## config.mk

```make
export PLATFORM = sky130hd
export DESIGN_NAME = bitmap_shape_fill_engine
export DESIGN_NICKNAME = d
export VERILOG_FILES = /design/src/hdl/bsf_pkg.sv /design/src/hdl/bitmap_shape_fill_engine.sv /design/src/hdl/bsf_ram.sv /design/src/hdl/bsf_front.sv /design/src/hdl/bsf_queue.sv /design/src/hdl/bsf_back.sv
export SDC_FILE = /design/constraint.sdc
export NUM_CORES = 2
export LEC_CHECK = 0
export BUFFER_PORTS_ARGS = -buffer_cell sky130_fd_sc_hd__clkbuf_2
export CAP_MARGIN = 5
export CORE_MARGIN = 2
export CORE_UTILIZATION = 37
export DETAILED_ROUTE_END_ITERATION = 12
export HOLD_SLACK_MARGIN = 0.15
export MAX_ROUTING_LAYER = met4
export PLACE_DENSITY = 0.51
export SETUP_SLACK_MARGIN = 0.2
export SLEW_MARGIN = 20
export SYNTH_ARGS = -nofsm -noshare
export SYNTH_HDL_FRONTEND = slang
export SYNTH_MEMORY_MAX_BITS = 65536
export SYNTH_SLANG_ARGS = --single-unit
```

## constraint.sdc

```tcl
create_clock -name i_clk -period 6.22 [get_ports i_clk]
set_clock_uncertainty 0.1 [all_clocks]
set_input_delay 0.933 -clock i_clk [delete_from_list [all_inputs] [get_ports i_clk]]
set_output_delay 0.933 -clock i_clk [all_outputs]
set_load 0.1 [all_outputs]
```

## src/hdl/bsf_pkg.sv

```systemverilog
// shared constants, codes and types of the bitmap shape fill engine
`timescale 1ns / 1ps

package bsf_pkg;

    // canvas geometry
    localparam int MAX_COLUMNS = 64;
    localparam int MAX_ROWS    = 64;
    localparam int COL_W       = $clog2(MAX_COLUMNS);
    localparam int ROW_W       = $clog2(MAX_ROWS);
    localparam int CNT_W       = ROW_W + 1;

    // field and register widths
    localparam int CFG_W     = 7;
    localparam int CFG_IDX_W = 1;
    localparam int SIZE_W    = 7;
    localparam int POS_W     = 6;
    localparam int STATUS_W  = 2;

    // job queue between front and back
    localparam int QUEUE_DEPTH = 2;
    localparam int QPTR_W      = $clog2(QUEUE_DEPTH);
    localparam int QCNT_W      = $clog2(QUEUE_DEPTH + 1);

    // configuration register indexes
    localparam logic [CFG_IDX_W-1:0] CFG_IDX_WIDTH  = 1'b0;
    localparam logic [CFG_IDX_W-1:0] CFG_IDX_HEIGHT = 1'b1;

    // command codes
    localparam logic [1:0] MODE_SQUARE   = 2'd0;
    localparam logic [1:0] MODE_TRIANGLE = 2'd1;
    localparam logic [1:0] MODE_LINE     = 2'd2;
    localparam logic [1:0] MODE_READ     = 2'd3;

    // result status codes
    localparam logic [STATUS_W-1:0] STATUS_DONE  = 2'd0;
    localparam logic [STATUS_W-1:0] STATUS_RANGE = 2'd1;
    localparam logic [STATUS_W-1:0] STATUS_SLOPE = 2'd2;

    typedef enum logic [1:0] {
        JOB_NONE,
        JOB_DRAW,
        JOB_READ
    } t_job_kind;

    typedef enum logic [1:0] {
        STEP_HOLD,
        STEP_INC,
        STEP_DEC
    } t_step;

    // one classified command: a run of rows, each filled over columns lo..hi
    typedef struct packed {
        t_job_kind            kind;
        logic [STATUS_W-1:0]  status;
        logic [ROW_W-1:0]     row;
        logic                 row_up;
        logic [CNT_W-1:0]     count;
        logic [COL_W-1:0]     lo;
        logic [COL_W-1:0]     hi;
        t_step                lo_step;
        t_step                hi_step;
    } t_job;

    // queue read side as seen by the back end
    typedef struct packed {
        logic empty;
        t_job job;
    } t_queue_rd;

    typedef enum logic [2:0] {
        BK_IDLE,
        BK_DRAW,
        BK_READ,
        BK_READ_DATA,
        BK_FINISH
    } t_back_state;

endpackage

```

## src/hdl/bitmap_shape_fill_engine.sv

```systemverilog
// top level of the bitmap shape fill engine
`timescale 1ns / 1ps

// One-bit-per-pixel canvas of 64 rows by 64 columns, blank after reset, that
// takes square, triangle, line and row-read commands and returns one result
// per command in command order. The front end checks bounds and turns each
// command into a run of rows with a column span per row; a two-entry job
// queue lets it keep taking commands while the back end works. The back end
// does one read-modify-write of a canvas row per cycle through the canvas
// ram. Each job is picked up from the queue, then drawn row by row or read,
// and a finish step hands its result to the output register once that is
// free, after which the next job is picked up. A finished result sits in an
// output register until popped, while the next command is already being
// worked on. The user must write width and height only while the block is
// idle; the block itself does not enforce it.
module bitmap_shape_fill_engine (
    input  logic                               i_clk,
    input  logic                               i_rst_n,
    input  logic                               push,
    output logic                               full,
    input  logic                               i_cfg_valid,
    output logic                               o_cfg_ready,
    input  logic [bsf_pkg::CFG_IDX_W-1:0]      i_cfg_index,
    input  logic [bsf_pkg::CFG_W-1:0]          i_cfg_data,
    input  logic [1:0]                         i_mode,
    input  logic [bsf_pkg::SIZE_W-1:0]         i_size,
    input  logic [bsf_pkg::POS_W-1:0]          i_x_start,
    input  logic [bsf_pkg::POS_W-1:0]          i_y_start,
    input  logic [bsf_pkg::POS_W-1:0]          i_x_end,
    input  logic [bsf_pkg::POS_W-1:0]          i_y_end,
    input  logic [1:0]                         i_corner,
    output logic                               empty,
    input  logic                               pop,
    output logic [bsf_pkg::STATUS_W-1:0]       o_status,
    output logic [bsf_pkg::MAX_COLUMNS-1:0]    o_row_bits
);

    bsf_pkg::t_job      front_job;
    bsf_pkg::t_queue_rd q_rd;
    logic               q_pop;

    // command decode and configuration
    bsf_front u_front (
        .i_clk       (i_clk),
        .i_rst_n     (i_rst_n),
        .i_cfg_valid (i_cfg_valid),
        .o_cfg_ready (o_cfg_ready),
        .i_cfg_index (i_cfg_index),
        .i_cfg_data  (i_cfg_data),
        .i_mode      (i_mode),
        .i_size      (i_size),
        .i_x_start   (i_x_start),
        .i_y_start   (i_y_start),
        .i_x_end     (i_x_end),
        .i_y_end     (i_y_end),
        .i_corner    (i_corner),
        .o_job       (front_job)
    );

    // job queue, full backs up the input transaction
    bsf_queue u_queue (
        .i_clk   (i_clk),
        .i_rst_n (i_rst_n),
        .i_push  (push),
        .i_job   (front_job),
        .o_full  (full),
        .i_pop   (q_pop),
        .o_rd    (q_rd)
    );

    // canvas sequencer and result register
    bsf_back u_back (
        .i_clk      (i_clk),
        .i_rst_n    (i_rst_n),
        .i_q        (q_rd),
        .o_q_pop    (q_pop),
        .o_empty    (empty),
        .i_pop      (pop),
        .o_status   (o_status),
        .o_row_bits (o_row_bits)
    );

endmodule

```

## src/hdl/bsf_ram.sv

```systemverilog
// generic single write port ram with registered read
`timescale 1ns / 1ps

module bsf_ram #(
    parameter int WIDTH = 64,
    parameter int DEPTH = 64
) (
    input  logic                     i_clk,
    input  logic                     i_wr_en,
    input  logic [$clog2(DEPTH)-1:0] i_wr_addr,
    input  logic [WIDTH-1:0]         i_wr_data,
    input  logic [$clog2(DEPTH)-1:0] i_rd_addr,
    output logic [WIDTH-1:0]         o_rd_data
);

    logic [WIDTH-1:0] r_mem [DEPTH];
    logic [WIDTH-1:0] r_rd_data;

    // write and registered read
    always_ff @(posedge i_clk) begin
        if (i_wr_en) begin
            r_mem[i_wr_addr] <= i_wr_data;
        end
        r_rd_data <= r_mem[i_rd_addr];
    end

    assign o_rd_data = r_rd_data;

endmodule

```

## src/hdl/bsf_front.sv

```systemverilog
// command front end: configuration registers, bounds checks and job decode
`timescale 1ns / 1ps

module bsf_front (
    input  logic                            i_clk,
    input  logic                            i_rst_n,
    input  logic                            i_cfg_valid,
    output logic                            o_cfg_ready,
    input  logic [bsf_pkg::CFG_IDX_W-1:0]   i_cfg_index,
    input  logic [bsf_pkg::CFG_W-1:0]       i_cfg_data,
    input  logic [1:0]                      i_mode,
    input  logic [bsf_pkg::SIZE_W-1:0]      i_size,
    input  logic [bsf_pkg::POS_W-1:0]       i_x_start,
    input  logic [bsf_pkg::POS_W-1:0]       i_y_start,
    input  logic [bsf_pkg::POS_W-1:0]       i_x_end,
    input  logic [bsf_pkg::POS_W-1:0]       i_y_end,
    input  logic [1:0]                      i_corner,
    output bsf_pkg::t_job                   o_job
);

    localparam int SUM_W = bsf_pkg::CFG_W + 2;

    logic [bsf_pkg::CFG_W-1:0] r_width;
    logic [bsf_pkg::CFG_W-1:0] r_height;
    logic [bsf_pkg::CFG_W-1:0] eff_w;
    logic [bsf_pkg::CFG_W-1:0] eff_h;

    logic                       sq_range;
    logic [bsf_pkg::SIZE_W-1:0] tri_w;
    logic                       tri_range;
    logic [bsf_pkg::POS_W-1:0]  ax;
    logic [bsf_pkg::POS_W-1:0]  ay;
    logic                       ln_range;
    logic                       ln_slope;

    // configuration registers, always ready
    assign o_cfg_ready = 1'b1;

    always_ff @(posedge i_clk) begin
        if (!i_rst_n) begin
            r_width  <= bsf_pkg::CFG_W'(bsf_pkg::MAX_COLUMNS);
            r_height <= bsf_pkg::CFG_W'(bsf_pkg::MAX_ROWS);
        end else if (i_cfg_valid) begin
            unique case (i_cfg_index)
                bsf_pkg::CFG_IDX_WIDTH:  r_width  <= i_cfg_data;
                bsf_pkg::CFG_IDX_HEIGHT: r_height <= i_cfg_data;
                default: ;
            endcase
        end
    end

    // canvas extent in use, clipped to the storage
    assign eff_w = (r_width > bsf_pkg::CFG_W'(bsf_pkg::MAX_COLUMNS)) ?
                   bsf_pkg::CFG_W'(bsf_pkg::MAX_COLUMNS) : r_width;
    assign eff_h = (r_height > bsf_pkg::CFG_W'(bsf_pkg::MAX_ROWS)) ?
                   bsf_pkg::CFG_W'(bsf_pkg::MAX_ROWS) : r_height;

    // square bounds
    assign sq_range = ((SUM_W'(i_x_start) + SUM_W'(i_size)) > SUM_W'(eff_w)) ||
                      ((SUM_W'(i_y_start) + SUM_W'(i_size)) > SUM_W'(eff_h));

    // triangle bounds: corner bit 0 opens right, bit 1 opens down
    assign tri_w = i_size - bsf_pkg::SIZE_W'(1);

    always_comb begin
        tri_range = (bsf_pkg::CFG_W'(i_x_start) >= eff_w) ||
                    (bsf_pkg::CFG_W'(i_y_start) >= eff_h);
        if (i_corner[0]) begin
            tri_range = tri_range ||
                ((SUM_W'(i_x_start) + SUM_W'(tri_w)) >= SUM_W'(eff_w));
        end else begin
            tri_range = tri_range || (bsf_pkg::SIZE_W'(i_x_start) < tri_w);
        end
        if (i_corner[1]) begin
            tri_range = tri_range ||
                ((SUM_W'(i_y_start) + SUM_W'(tri_w)) >= SUM_W'(eff_h));
        end else begin
            tri_range = tri_range || (bsf_pkg::SIZE_W'(i_y_start) < tri_w);
        end
    end

    // line bounds and slope
    assign ax = (i_x_end > i_x_start) ? (i_x_end - i_x_start) : (i_x_start - i_x_end);
    assign ay = (i_y_end > i_y_start) ? (i_y_end - i_y_start) : (i_y_start - i_y_end);
    assign ln_range = (bsf_pkg::CFG_W'(i_x_start) >= eff_w) ||
                      (bsf_pkg::CFG_W'(i_x_end)   >= eff_w) ||
                      (bsf_pkg::CFG_W'(i_y_start) >= eff_h) ||
                      (bsf_pkg::CFG_W'(i_y_end)   >= eff_h);
    assign ln_slope = (ax != '0) && (ay != '0) && (ax != ay);

    // command to job decode
    always_comb begin
        o_job         = '0;
        o_job.kind    = bsf_pkg::JOB_NONE;
        o_job.status  = bsf_pkg::STATUS_DONE;
        o_job.row     = bsf_pkg::ROW_W'(i_y_start);
        o_job.row_up  = 1'b0;
        o_job.count   = bsf_pkg::CNT_W'(i_size);
        o_job.lo      = bsf_pkg::COL_W'(i_x_start);
        o_job.hi      = bsf_pkg::COL_W'(i_x_start);
        o_job.lo_step = bsf_pkg::STEP_HOLD;
        o_job.hi_step = bsf_pkg::STEP_HOLD;
        unique case (i_mode)
            bsf_pkg::MODE_SQUARE: begin
                if (sq_range) begin
                    o_job.status = bsf_pkg::STATUS_RANGE;
                end else if (i_size != '0) begin
                    o_job.kind = bsf_pkg::JOB_DRAW;
                    o_job.hi   = bsf_pkg::COL_W'(i_x_start) +
                                 bsf_pkg::COL_W'(i_size - bsf_pkg::SIZE_W'(1));
                end
            end
            bsf_pkg::MODE_TRIANGLE: begin
                if (i_size == '0) begin
                    o_job.status = bsf_pkg::STATUS_DONE;
                end else if (tri_range) begin
                    o_job.status = bsf_pkg::STATUS_RANGE;
                end else begin
                    o_job.kind   = bsf_pkg::JOB_DRAW;
                    o_job.row_up = !i_corner[1];
                    // widest row at the corner, narrowing away from it
                    if (i_corner[0]) begin
                        o_job.hi      = bsf_pkg::COL_W'(i_x_start) + bsf_pkg::COL_W'(tri_w);
                        o_job.hi_step = bsf_pkg::STEP_DEC;
                    end else begin
                        o_job.lo      = bsf_pkg::COL_W'(i_x_start) - bsf_pkg::COL_W'(tri_w);
                        o_job.lo_step = bsf_pkg::STEP_INC;
                    end
                end
            end
            bsf_pkg::MODE_LINE: begin
                if (ln_range) begin
                    o_job.status = bsf_pkg::STATUS_RANGE;
                end else if (ln_slope) begin
                    o_job.status = bsf_pkg::STATUS_SLOPE;
                end else if (ay == '0) begin
                    // horizontal run or single point
                    o_job.kind  = bsf_pkg::JOB_DRAW;
                    o_job.count = bsf_pkg::CNT_W'(1);
                    o_job.lo    = (i_x_end > i_x_start) ? i_x_start : i_x_end;
                    o_job.hi    = (i_x_end > i_x_start) ? i_x_end : i_x_start;
                end else begin
                    // vertical or diagonal: one pixel per row
                    o_job.kind   = bsf_pkg::JOB_DRAW;
                    o_job.row_up = (i_y_end < i_y_start);
                    o_job.count  = bsf_pkg::CNT_W'(ay) + bsf_pkg::CNT_W'(1);
                    if (ax != '0) begin
                        o_job.lo_step = (i_x_end > i_x_start) ?
                                        bsf_pkg::STEP_INC : bsf_pkg::STEP_DEC;
                        o_job.hi_step = o_job.lo_step;
                    end
                end
            end
            bsf_pkg::MODE_READ: begin
                if (bsf_pkg::CFG_W'(i_y_start) >= eff_h) begin
                    o_job.status = bsf_pkg::STATUS_RANGE;
                end else if (eff_w != '0) begin
                    o_job.kind = bsf_pkg::JOB_READ;
                    o_job.lo   = '0;
                    o_job.hi   = bsf_pkg::COL_W'(eff_w - bsf_pkg::CFG_W'(1));
                end
            end
            default: ;
        endcase
    end

endmodule

```

## src/hdl/bsf_queue.sv

```systemverilog
// short job queue between front end and back end
`timescale 1ns / 1ps

module bsf_queue (
    input  logic                 i_clk,
    input  logic                 i_rst_n,
    input  logic                 i_push,
    input  bsf_pkg::t_job        i_job,
    output logic                 o_full,
    input  logic                 i_pop,
    output bsf_pkg::t_queue_rd   o_rd
);

    bsf_pkg::t_job               r_entry [bsf_pkg::QUEUE_DEPTH];
    logic [bsf_pkg::QPTR_W-1:0]  r_wr_ptr;
    logic [bsf_pkg::QPTR_W-1:0]  r_rd_ptr;
    logic [bsf_pkg::QCNT_W-1:0]  r_count;
    logic                        do_push;
    logic                        do_pop;

    assign o_full   = (r_count == bsf_pkg::QCNT_W'(bsf_pkg::QUEUE_DEPTH));
    assign o_rd.empty = (r_count == '0);
    assign o_rd.job   = r_entry[r_rd_ptr];
    assign do_push  = i_push && !o_full;
    assign do_pop   = i_pop && !o_rd.empty;

    // entry storage
    always_ff @(posedge i_clk) begin
        if (do_push) begin
            r_entry[r_wr_ptr] <= i_job;
        end
    end

    // pointers and fill count
    always_ff @(posedge i_clk) begin
        if (!i_rst_n) begin
            r_wr_ptr <= '0;
            r_rd_ptr <= '0;
            r_count  <= '0;
        end else begin
            if (do_push) begin
                r_wr_ptr <= (r_wr_ptr == bsf_pkg::QPTR_W'(bsf_pkg::QUEUE_DEPTH - 1)) ?
                            '0 : r_wr_ptr + bsf_pkg::QPTR_W'(1);
            end
            if (do_pop) begin
                r_rd_ptr <= (r_rd_ptr == bsf_pkg::QPTR_W'(bsf_pkg::QUEUE_DEPTH - 1)) ?
                            '0 : r_rd_ptr + bsf_pkg::QPTR_W'(1);
            end
            if (do_push && !do_pop) begin
                r_count <= r_count + bsf_pkg::QCNT_W'(1);
            end else if (do_pop && !do_push) begin
                r_count <= r_count - bsf_pkg::QCNT_W'(1);
            end
        end
    end

endmodule

```

## src/hdl/bsf_back.sv

```systemverilog
// back end: row fill sequencer over the canvas ram and result register
`timescale 1ns / 1ps

module bsf_back (
    input  logic                           i_clk,
    input  logic                           i_rst_n,
    input  bsf_pkg::t_queue_rd             i_q,
    output logic                           o_q_pop,
    output logic                           o_empty,
    input  logic                           i_pop,
    output logic [bsf_pkg::STATUS_W-1:0]   o_status,
    output logic [bsf_pkg::MAX_COLUMNS-1:0] o_row_bits
);

    localparam int MC = bsf_pkg::MAX_COLUMNS;

    bsf_pkg::t_back_state r_state, n_state;

    logic [bsf_pkg::ROW_W-1:0]    r_row, n_row;
    logic                         r_row_up, n_row_up;
    logic [bsf_pkg::CNT_W-1:0]    r_count, n_count;
    logic [bsf_pkg::COL_W-1:0]    r_lo, n_lo;
    logic [bsf_pkg::COL_W-1:0]    r_hi, n_hi;
    bsf_pkg::t_step               r_lo_step, n_lo_step;
    bsf_pkg::t_step               r_hi_step, n_hi_step;
    logic [bsf_pkg::STATUS_W-1:0] r_res_status, n_res_status;
    logic [MC-1:0]                r_res_row, n_res_row;

    logic                         r_wr_valid, n_wr_valid;
    logic [bsf_pkg::ROW_W-1:0]    r_wr_addr, n_wr_addr;
    logic [MC-1:0]                r_wr_mask, n_wr_mask;
    logic [bsf_pkg::MAX_ROWS-1:0] r_row_valid, n_row_valid;

    logic                         r_out_valid, n_out_valid;
    logic [bsf_pkg::STATUS_W-1:0] r_out_status, n_out_status;
    logic [MC-1:0]                r_out_row, n_out_row;

    logic [bsf_pkg::ROW_W-1:0]    rd_addr;
    logic [MC-1:0]                rd_data;
    logic [MC-1:0]                old_row;
    logic [MC-1:0]                span_mask;
    logic                         out_free;

    // contiguous column span lo..hi
    function automatic logic [MC-1:0] col_span(input logic [bsf_pkg::COL_W-1:0] lo,
                                               input logic [bsf_pkg::COL_W-1:0] hi);
        logic [MC-1:0] ones;
        ones = '1;
        return (ones << lo) & (ones >> (bsf_pkg::COL_W'(MC - 1) - hi));
    endfunction

    // one column step of a span edge
    function automatic logic [bsf_pkg::COL_W-1:0] col_step(
        input logic [bsf_pkg::COL_W-1:0] col, input bsf_pkg::t_step step);
        logic [bsf_pkg::COL_W-1:0] res;
        unique case (step)
            bsf_pkg::STEP_INC: res = col + bsf_pkg::COL_W'(1);
            bsf_pkg::STEP_DEC: res = col - bsf_pkg::COL_W'(1);
            default:           res = col;
        endcase
        return res;
    endfunction

    bsf_ram #(
        .WIDTH (MC),
        .DEPTH (bsf_pkg::MAX_ROWS)
    ) u_canvas (
        .i_clk     (i_clk),
        .i_wr_en   (r_wr_valid),
        .i_wr_addr (r_wr_addr),
        .i_wr_data (old_row | r_wr_mask),
        .i_rd_addr (rd_addr),
        .o_rd_data (rd_data)
    );

    assign span_mask = col_span(r_lo, r_hi);
    assign out_free  = !r_out_valid || i_pop;

    // rows never written read as blank; address matches last cycle's read
    assign old_row = r_row_valid[r_wr_addr] ? rd_data : '0;

    // next state
    always_comb begin
        n_state = r_state;
        unique case (r_state)
            bsf_pkg::BK_IDLE: begin
                if (!i_q.empty) begin
                    unique case (i_q.job.kind)
                        bsf_pkg::JOB_DRAW: n_state = bsf_pkg::BK_DRAW;
                        bsf_pkg::JOB_READ: n_state = bsf_pkg::BK_READ;
                        default:           n_state = bsf_pkg::BK_FINISH;
                    endcase
                end
            end
            bsf_pkg::BK_DRAW: begin
                if (r_count == bsf_pkg::CNT_W'(1)) begin
                    n_state = bsf_pkg::BK_FINISH;
                end
            end
            bsf_pkg::BK_READ:      n_state = bsf_pkg::BK_READ_DATA;
            bsf_pkg::BK_READ_DATA: n_state = bsf_pkg::BK_FINISH;
            bsf_pkg::BK_FINISH: begin
                if (out_free) begin
                    n_state = bsf_pkg::BK_IDLE;
                end
            end
            default: n_state = bsf_pkg::BK_IDLE;
        endcase
    end

    // datapath and ram control
    always_comb begin
        o_q_pop      = 1'b0;
        rd_addr      = r_row;
        n_row        = r_row;
        n_row_up     = r_row_up;
        n_count      = r_count;
        n_lo         = r_lo;
        n_hi         = r_hi;
        n_lo_step    = r_lo_step;
        n_hi_step    = r_hi_step;
        n_res_status = r_res_status;
        n_res_row    = r_res_row;
        n_wr_valid   = 1'b0;
        n_wr_addr    = r_wr_addr;
        n_wr_mask    = r_wr_mask;
        n_row_valid  = r_row_valid;
        n_out_valid  = r_out_valid && !i_pop;
        n_out_status = r_out_status;
        n_out_row    = r_out_row;

        // pending read-modify-write lands this cycle
        if (r_wr_valid) begin
            n_row_valid[r_wr_addr] = 1'b1;
        end

        unique case (r_state)
            bsf_pkg::BK_IDLE: begin
                if (!i_q.empty) begin
                    o_q_pop      = 1'b1;
                    n_row        = i_q.job.row;
                    n_row_up     = i_q.job.row_up;
                    n_count      = i_q.job.count;
                    n_lo         = i_q.job.lo;
                    n_hi         = i_q.job.hi;
                    n_lo_step    = i_q.job.lo_step;
                    n_hi_step    = i_q.job.hi_step;
                    n_res_status = i_q.job.status;
                    n_res_row    = '0;
                end
            end
            bsf_pkg::BK_DRAW: begin
                // read this row now, merge the span into it next cycle
                n_wr_valid = 1'b1;
                n_wr_addr  = r_row;
                n_wr_mask  = span_mask;
                n_count    = r_count - bsf_pkg::CNT_W'(1);
                n_row      = r_row_up ? (r_row - bsf_pkg::ROW_W'(1)) :
                                        (r_row + bsf_pkg::ROW_W'(1));
                n_lo       = col_step(r_lo, r_lo_step);
                n_hi       = col_step(r_hi, r_hi_step);
            end
            bsf_pkg::BK_READ: begin
                n_wr_addr = r_row;
            end
            bsf_pkg::BK_READ_DATA: begin
                n_res_row = old_row & span_mask;
            end
            bsf_pkg::BK_FINISH: begin
                if (out_free) begin
                    n_out_valid  = 1'b1;
                    n_out_status = r_res_status;
                    n_out_row    = r_res_row;
                end
            end
            default: ;
        endcase
    end

    // control registers
    always_ff @(posedge i_clk) begin
        if (!i_rst_n) begin
            r_state     <= bsf_pkg::BK_IDLE;
            r_wr_valid  <= 1'b0;
            r_row_valid <= '0;
            r_out_valid <= 1'b0;
        end else begin
            r_state     <= n_state;
            r_wr_valid  <= n_wr_valid;
            r_row_valid <= n_row_valid;
            r_out_valid <= n_out_valid;
        end
    end

    // payload registers
    always_ff @(posedge i_clk) begin
        r_row        <= n_row;
        r_row_up     <= n_row_up;
        r_count      <= n_count;
        r_lo         <= n_lo;
        r_hi         <= n_hi;
        r_lo_step    <= n_lo_step;
        r_hi_step    <= n_hi_step;
        r_res_status <= n_res_status;
        r_res_row    <= n_res_row;
        r_wr_addr    <= n_wr_addr;
        r_wr_mask    <= n_wr_mask;
        r_out_status <= n_out_status;
        r_out_row    <= n_out_row;
    end

    assign o_empty    = !r_out_valid;
    assign o_status   = r_out_status;
    assign o_row_bits = r_out_row;

endmodule
```

======== Word level (Yosys, flattened, before mapping) ========
Memories as Yosys holds them, arrays and structs flattened. A register that Yosys moved wholly into a read port is not among the register bits.
Index checks and enable logic that the tools add are counted.
word-level totals
  bits in registers ....................... 319
  memories ................................ 2
  memory bits (writable) .................. 4164
  memory bits (read-only) ................. 0
  latch bits .............................. 0
  output and inout port bits .............. 69
memory list
  memory                 words  bits a word  rd ports  clocked after Yosys merged registers in  wr ports  RTL line         RTL
  u_back.u_canvas.r_mem  64     64           1         1                                        1         bsf_ram.sv:16    logic [WIDTH-1:0] r_mem [DEPTH];
  u_queue.r_entry        2      34           1         1                                        1         bsf_queue.sv:14  bsf_pkg::t_job r_entry [bsf_pkg::QUEUE_DEPTH];
cells by class
  div/mod/pow operators ................... 0
  bitwise gates (word level) .............. 6
  $add $sub $neg .......................... 25
  equal/unequal tests ..................... 21
  multiplexer cells ....................... 86
  reductions and logical operators ........ 47
  order comparisons ....................... 17
  shift operators ......................... 2
  multipliers ............................. 0
operator list
  cell                                                                   number
  64-bit bitwise AND                                                     2
  64-bit two-way mux                                                     2
  64-bit bitwise OR                                                      2
  64-bit one-hot mux with 2 select lines                                 1
  6-bit two-way mux                                                      12
  64-bit by 6-bit left shift with 64-bit output (first input constant)   1
  64-bit by 6-bit right shift with 64-bit output (first input constant)  1
  6-bit one-hot mux with 2 select lines                                  5
  24-bit two-way mux                                                     2
  12-bit two-way mux                                                     3
  7-bit two-way mux                                                      5
  6-bit by 7-bit adder with 8-bit output                                 4
  16-bit two-way mux                                                     2
  6-bit subtractor                                                       5
  6-bit by 7-bit >= comparator with 1-bit output                         4
  1-bit two-way mux                                                      27
  2-bit two-way mux                                                      12
  6-bit one-hot mux with 4 select lines                                  1
  6-bit by 1-bit subtractor with 6-bit output (second input constant)    4
  6-bit by 1-bit adder with 6-bit output (second input constant)         3
  6-bit one-hot mux with 3 select lines                                  1
  4-bit one-hot mux with 4 select lines                                  1
  3-bit one-hot mux with 5 select lines                                  1
  7-bit greater-than comparator (second input constant)                  2
  other kinds (49)                                                       101

======== Longest topological paths before layout ========
  word-level depth ........................ 11
  mapped depth ............................ 21
  mapped depth without buffers ............ 21

======== Modules after synthesis ========
A second synthesis with hierarchy kept.
unflattened totals
  cell total of the unflattened synthesis .. 8531
  area, all modules ....................... 177590.3 µm²
by module, submodules not included
  module     seq. area each (µm²)  cells an instance  times used  area an instance (µm²)
  bsf_ram    124279.2              6598               1           156332.4
  bsf_back   8348.0                1126               1           13208.9
  bsf_front  280.3                 676                1           5362.6
  bsf_queue  2142.1                131                1           2686.3

======== Least setup slack after synthesis ========
OpenSTA, ideal clock, no wires.
  path kind ............................... input -> register
  from .................................... input i_size[0] (netlist name)
  to ...................................... memory u_queue.r_entry[0][5] (netlist name) (data pin)
  arrival ................................. 4746 ps
  path slack .............................. 1215 ps
  required time ........................... 5961 ps
  setup time .............................. 159 ps
  stages .................................. 18
  buffers on the path ..................... 0
  path through ............................ inv_1 -> ha_1 -> or3b_4 -> xnor2_1 -> ha_1 -> o21a_1 -> nor2_1 -> xnor2_1 -> ha_1 -> nand2_1 -> o21ai_0 -> nor3b_1 -> o211ai_2 -> or3b_1 -> or4_4 -> o221a_1 -> o211a_1 -> nor3_2
RTL lines
  item                RTL line                        RTL
  start: declaration  bitmap_shape_fill_engine.sv:26  input logic [bsf_pkg::SIZE_W-1:0] i_size,
  end: declaration    bsf_queue.sv:14

==> impl_table.tex <==
\begin{tabular}{lr}
\hline
Metric & Value \\
\hline
\multicolumn{2}{l}{\textbf{Outcome}} \\
\quad Run status & finished clean \\
\multicolumn{2}{l}{\textbf{Pwr}} \\
\quad Post-layout total power & $\sim$94 mW \\
\quad Largest voltage drop on the vdd net & 0.404 mV \\
\quad Switching Share & approximately 30\% \\
\quad Static power due to leakage & 64.7 nW \\
\quad Pwr per Cell Area & $\sim$460 nW/um2 \\
\quad Part of the power in the clock network & 30.7\% \\
\quad Internal power consumption & $\sim$66 mW \\
\quad Total net switching power & 27.9 mW \\
\quad Seq pwr share & roughly 41\% \\
\quad Combinational share of power & 28.0\% \\
\multicolumn{2}{l}{\textbf{Route}} \\
\quad Wire per inst & 36.1 um \\
\quad Number of nets still failing antenna checks after routing & 0 \\
\quad Detail-routed via count per cell & 5.79 \\
\quad Total via count in the routed design & approximately 87,000 \\
\quad Number of detailed-route iterations in the first pass & 6 \\
\quad First-iteration detailed-routing DRC count & between 10,000 and 15,000 \\
\quad Detailed Route WL & 545 mm \\
\quad DRC errors left & 0 \\
\multicolumn{2}{l}{\textbf{Clock network}} \\
\quad Number of CTS-inserted buffers & 468 \\
\quad Root buffer selected by CTS & sky130\_fd\_sc\_hd\_\_clkbuf\_16 \\
\quad Clock network latency to the later pin of the worst-skew pair & 1.05 ns \\
\quad Clk sink count & 4,548 \\
\quad \# H-tree levels & 5 \\
\quad Buffer count from post-CTS setup fixing & 0 \\
\quad Clock Path Buffers & 4 \\
\quad Clock transition at path regs & 0.07 ns \\
\quad TritonCTS clock tree & done \\
\multicolumn{2}{l}{\textbf{Layout}} \\
\quad Share of final-layout standard cells stronger than drive strength 1 & 30.8\% \\
\quad Number of nets in the final layout & roughly 8,500 \\
\quad Finished Cell Area & around 200,000 um2 \\
\quad Final core utilization & 43.0\% \\
\quad Layout Area Growth over Synthesis & 15.7\% \\
\quad Fin cells & 15,100 \\
\multicolumn{2}{l}{\textbf{Global route}} \\
\quad Pin count of the biggest net entering global routing & 135 \\
\quad Antenna violations before repair & 28 \\
\quad Overflow left after global routing & 0 \\
\quad Via count of the first global-routing pass & 87,700 \\
\quad Combined global-route utilization of all metal layers & 22.9\% \\
\quad Wire length of the first global-routing pass & 741 mm \\
\multicolumn{2}{l}{\textbf{Logic synthesis}} \\
\quad Main combinational cell family by area after synthesis & multiplexers \\
\quad Number of different library cells in the post-synthesis netlist & 86 \\
\quad Count of flip-flops with a built-in enable after synthesis & 4,396 \\
\quad Sequential-to-total area share from yosys stat & 76.4\% \\
\quad Share of the synthesized area in compound gates (AO/OA/AOI/OAI) & a little under 2\% \\
\quad Fraction of the mapped netlist area in simple logic gates & around 1.4\% \\
\quad Async set-reset flop share out of synthesis & 0\% \\
\quad Area share of the largest cell type after synthesis & 74.7\% \\
\quad Post-synthesis cell count & 7,691 \\
\quad Cell area after technology mapping & between 150,000 and 200,000 um2 \\
\quad Share of synthesized area spent on multiplexers & between 10\% and 20\% \\
\quad XOR/XNOR share of the synthesized area & 0.367\% \\
\quad Post-synthesis share of cell area spent on full adders, half adders and majority gates & 1.13\% \\
\quad Cell types with the largest area share after synthesis & sky130\_fd\_sc\_hd\_\_edfxtp\_1 (75\%), sky130\_fd\_sc\_hd\_\_mux4\_2 (17\%), sky130\_fd\_sc\_hd\_\_dfxtp\_1 (1.7\%), sky130\_fd\_sc\_hd\_\_ha\_1 (1.0\%), sky130\_fd\_sc\_hd\_\_clkbuf\_1 (0.59\%) \\
\quad Yosys top cell by area & sky130\_fd\_sc\_hd\_\_edfxtp\_1 \\
\quad Ys Warns & 0 \\
\quad Flops \& latches, synth & 4,548 \\
\quad Mapped Nets & about 7,900 \\
\quad Syn Area/Cell & 23.0 um2 \\
\quad Most instantiated flip-flop cell in the synthesis netlist & sky130\_fd\_sc\_hd\_\_edfxtp\_1 \\
\multicolumn{2}{l}{\textbf{Hold path}} \\
\quad Worst hold path stage count & 0 \\
\quad Worst Hold Endpoint & u\_back.o\_row\_bits[38] \\
\quad Class of the tightest hold or removal check & reg -> reg \\
\quad Start point of the worst hold path & u\_back.r\_res\_row[38] \\
\multicolumn{2}{l}{\textbf{Timing}} \\
\quad Tcrit/Tclk final & between 80\% and 90\% \\
\quad Setup repair after global routing missed its margin & false \\
\quad Min Tclk post-route & 5.10 ns \\
\quad Endpoints failing setup & 0 \\
\quad Max frequency & roughly 200 MHz \\
\quad Slew at the pin closest to its max-slew limit & approximately 1.2 ns \\
\quad Number of hold violations in the final report & 0 \\
\quad Setup TNS & 0 ns \\
\quad Max-slew headroom at the worst pin & 19.8\% \\
\quad Number of slew-limit violations in the final report & 0 \\
\multicolumn{2}{l}{\textbf{Floorplanning}} \\
\quad DIE WIDTH & between 600 and 700 um \\
\quad Core Box Area & between 400,000 and 500,000 um2 \\
\quad Initial standard-cell utilization of the core & 37.2\% \\
\quad DIE AREA & 483,000 um2 \\
\quad Cell row count & 253 \\
\quad I/O pin cnt & 117 \\
\quad Die span in y & 695 um \\
\multicolumn{2}{l}{\textbf{Critical path}} \\
\quad Flop-to-flop setup slack & 1.40 ns \\
\quad Arrival time worst endpoint & 5.72 ns \\
\quad Worst EP required & 6.85 ns \\
\quad Category of the worst setup path launch point & input pin \\
\quad Setup CP Type & in -> reg \\
\quad Endpoint class of the critical path & flop \\
\quad Launching point of the worst reg2reg path & u\_back.r\_wr\_addr[2] \\
\quad Endpoint of the worst register-to-register path & u\_back.u\_canvas.r\_mem[6][48] \\
\quad Critical path origin & i\_y\_start[0] \\
\quad Number of cells on the worst reg-to-reg path & 11 \\
\quad Crit-path max FO & 12 \\
\multicolumn{2}{l}{\textbf{Placed design}} \\
\quad Total placed cells including tap cells & between 10,000 and 15,000 \\
\quad Count of input and output buffers & $\sim$120 \\
\quad Area after DPL & 188,000 um2 \\
\quad Placer Congestion & 0.836 \\
\quad Post-DP HPWL & about 290 mm \\
\multicolumn{2}{l}{\textbf{Flow run}} \\
\quad MaxCap Viol Count & 0 \\
\hline
\end{tabular}
cell families after synthesis:
family / count (synthesis)
buf+inv: 491
other cells: 1
fa+ha+maj: 153
compound gates: 500
xor+xnor: 72
simple gates: 506
flops: 4548
mux: 1420
worst max path at each step:
stage / depth (start not counted) / slack, ns / end
finish: 16 / 1.12 / u_queue.r_entry[1][17]
global route: 16 / 0.94 / u_queue.r_entry[1][17]
CTS: 16 / 1.24 / u_queue.r_entry[1][17]
detailed placement: 19 / 0.52 / u_queue.r_entry[0][9]
global placement: 20 / 0.38 / u_queue.r_entry[0][9]
floorplan: 18 / 1.22 / u_queue.r_entry[0][5]
cell usage after synthesis (all sizes together), types with 7 or more instances:
cell type	instances
a211oi	31
a21boi	10
a21o	88
a21oi	106
a221oi	21
a22o	7
a31oi	9
and2	11
and3	75
buf	109
clkbuf	280
dfxtp	152
edfxtp	4396
fa	12
ha	141
inv	99
mux2	17
mux2i	51
mux4	1352
nand2	99
nand2b	15
nand3	36
nor2	153
nor2b	32
nor3	30
o211ai	8
o21a	77
o21ai	64
o21bai	14
o22ai	11
o31ai	7
or2	10
or3	12
xnor2	53
xor2	19
timing repair:
item	4_1_cts	5_1_grt
resized for setup	0	0
hold buffers	24	0
endpoints found under the hold margin	20	0
placed cells by master (no fill, tap or decap), types with 28 or more instances in the layout:
cell / Yosys / routed
sky130_fd_sc_hd__nand2_1: 98 / 98
sky130_fd_sc_hd__mux4_2: 1352 / 1352
sky130_fd_sc_hd__nand3_1: 35 / 34
sky130_fd_sc_hd__nor2_4: 0 / 66
sky130_fd_sc_hd__clkbuf_1: 279 / 90
sky130_fd_sc_hd__clkbuf_16: 0 / 475
sky130_fd_sc_hd__xnor2_1: 52 / 52
sky130_fd_sc_hd__mux2i_1: 51 / 51
sky130_fd_sc_hd__clkinv_2: 0 / 94
sky130_fd_sc_hd__inv_1: 99 / 99
sky130_fd_sc_hd__o21a_1: 77 / 77
sky130_fd_sc_hd__clkbuf_2: 0 / 115
sky130_fd_sc_hd__a21o_1: 88 / 87
sky130_fd_sc_hd__nor2_1: 153 / 87
sky130_fd_sc_hd__a21oi_1: 106 / 105
sky130_fd_sc_hd__o21ai_0: 63 / 63
sky130_fd_sc_hd__dfxtp_1: 152 / 151
sky130_fd_sc_hd__diode_2: 0 / 28
sky130_fd_sc_hd__buf_12: 0 / 100
sky130_fd_sc_hd__bufinv_16: 0 / 58
sky130_fd_sc_hd__nor2b_1: 32 / 32
sky130_fd_sc_hd__edfxtp_1: 4396 / 4396
sky130_fd_sc_hd__and3_1: 75 / 75
sky130_fd_sc_hd__clkinv_1: 2 / 97
sky130_fd_sc_hd__ha_1: 141 / 141
sky130_fd_sc_hd__buf_4: 3 / 273
critical path, cell delays in order:
cell and delay, ns:
sky130_fd_sc_hd__dlygate4sd3_1 0.52, sky130_fd_sc_hd__clkbuf_2 0.21, sky130_fd_sc_hd__ha_1 0.21, sky130_fd_sc_hd__inv_1 0.06
sky130_fd_sc_hd__fa_1 0.39, sky130_fd_sc_hd__a21oi_1 0.25, sky130_fd_sc_hd__o211ai_1 0.22, sky130_fd_sc_hd__nand2_2 0.17
sky130_fd_sc_hd__mux2i_1 0.38, sky130_fd_sc_hd__ha_1 0.21, sky130_fd_sc_hd__inv_1 0.04, sky130_fd_sc_hd__nor3b_1 0.48
sky130_fd_sc_hd__nand3_4 0.27, sky130_fd_sc_hd__o31ai_1 0.35, sky130_fd_sc_hd__a22oi_2 0.55, sky130_fd_sc_hd__mux2_2 0.47
power groups by stage:
stage                     clock network (mW)  registers (mW)  logic (mW)
after floorplan                            0            39.4        17.2
after global placement                     0            39.3        26.1
after detailed placement                   0            39.3        26.5
after CTS                               29.2            38.7        26.6
after global routing                    30.4            38.8        27.7
final                                   28.7            38.7        26.2
registers in the layout, indices dropped and copies added, names as in the netlist, 7 cells and up, named ones only:
signal,count
u_back.r_wr_mask,64
u_back.u_canvas.o_rd_data,64
u_back.r_count,7
u_back.o_row_bits,64
u_back.r_res_row,64
u_back.r_row_valid,64
u_front.r_height,7
u_front.r_width,7
u_queue.r_entry,68
u_back.u_canvas.r_mem,4096
routing by layer:
metal	track usage, %	routed length, um
met1	31.5	228000
met4	5.64	14800
met2	36.2	264000
met5	-	0
met3	3.22	38200
layout make-up:
cell class / count / area (um2)
Tap cell: 6375 / 7980
Sequential cell: 4548 / 135000
Antenna cell: 28 / 70.1
Clock inverter: 295 / 3220
Timing Repair Buffer: 514 / 4910
Clock buffer: 584 / 12500
Fill cell: 40400 / 271000
Multi-Input combinational cell: 2652 / 40400
Inverter: 101 / 379
stage by stage:
step / hold slack (ns) / worst slack (ns)
after floorplan: 0.300 / 1.22
after global placement: 0.301 / 0.378
after detailed placement: 0.305 / 0.524
after CTS: 0.201 / 1.24
after global routing: 0.248 / 0.945
final: 0.299 / 1.12
Power figures use the tool's default switching activity.
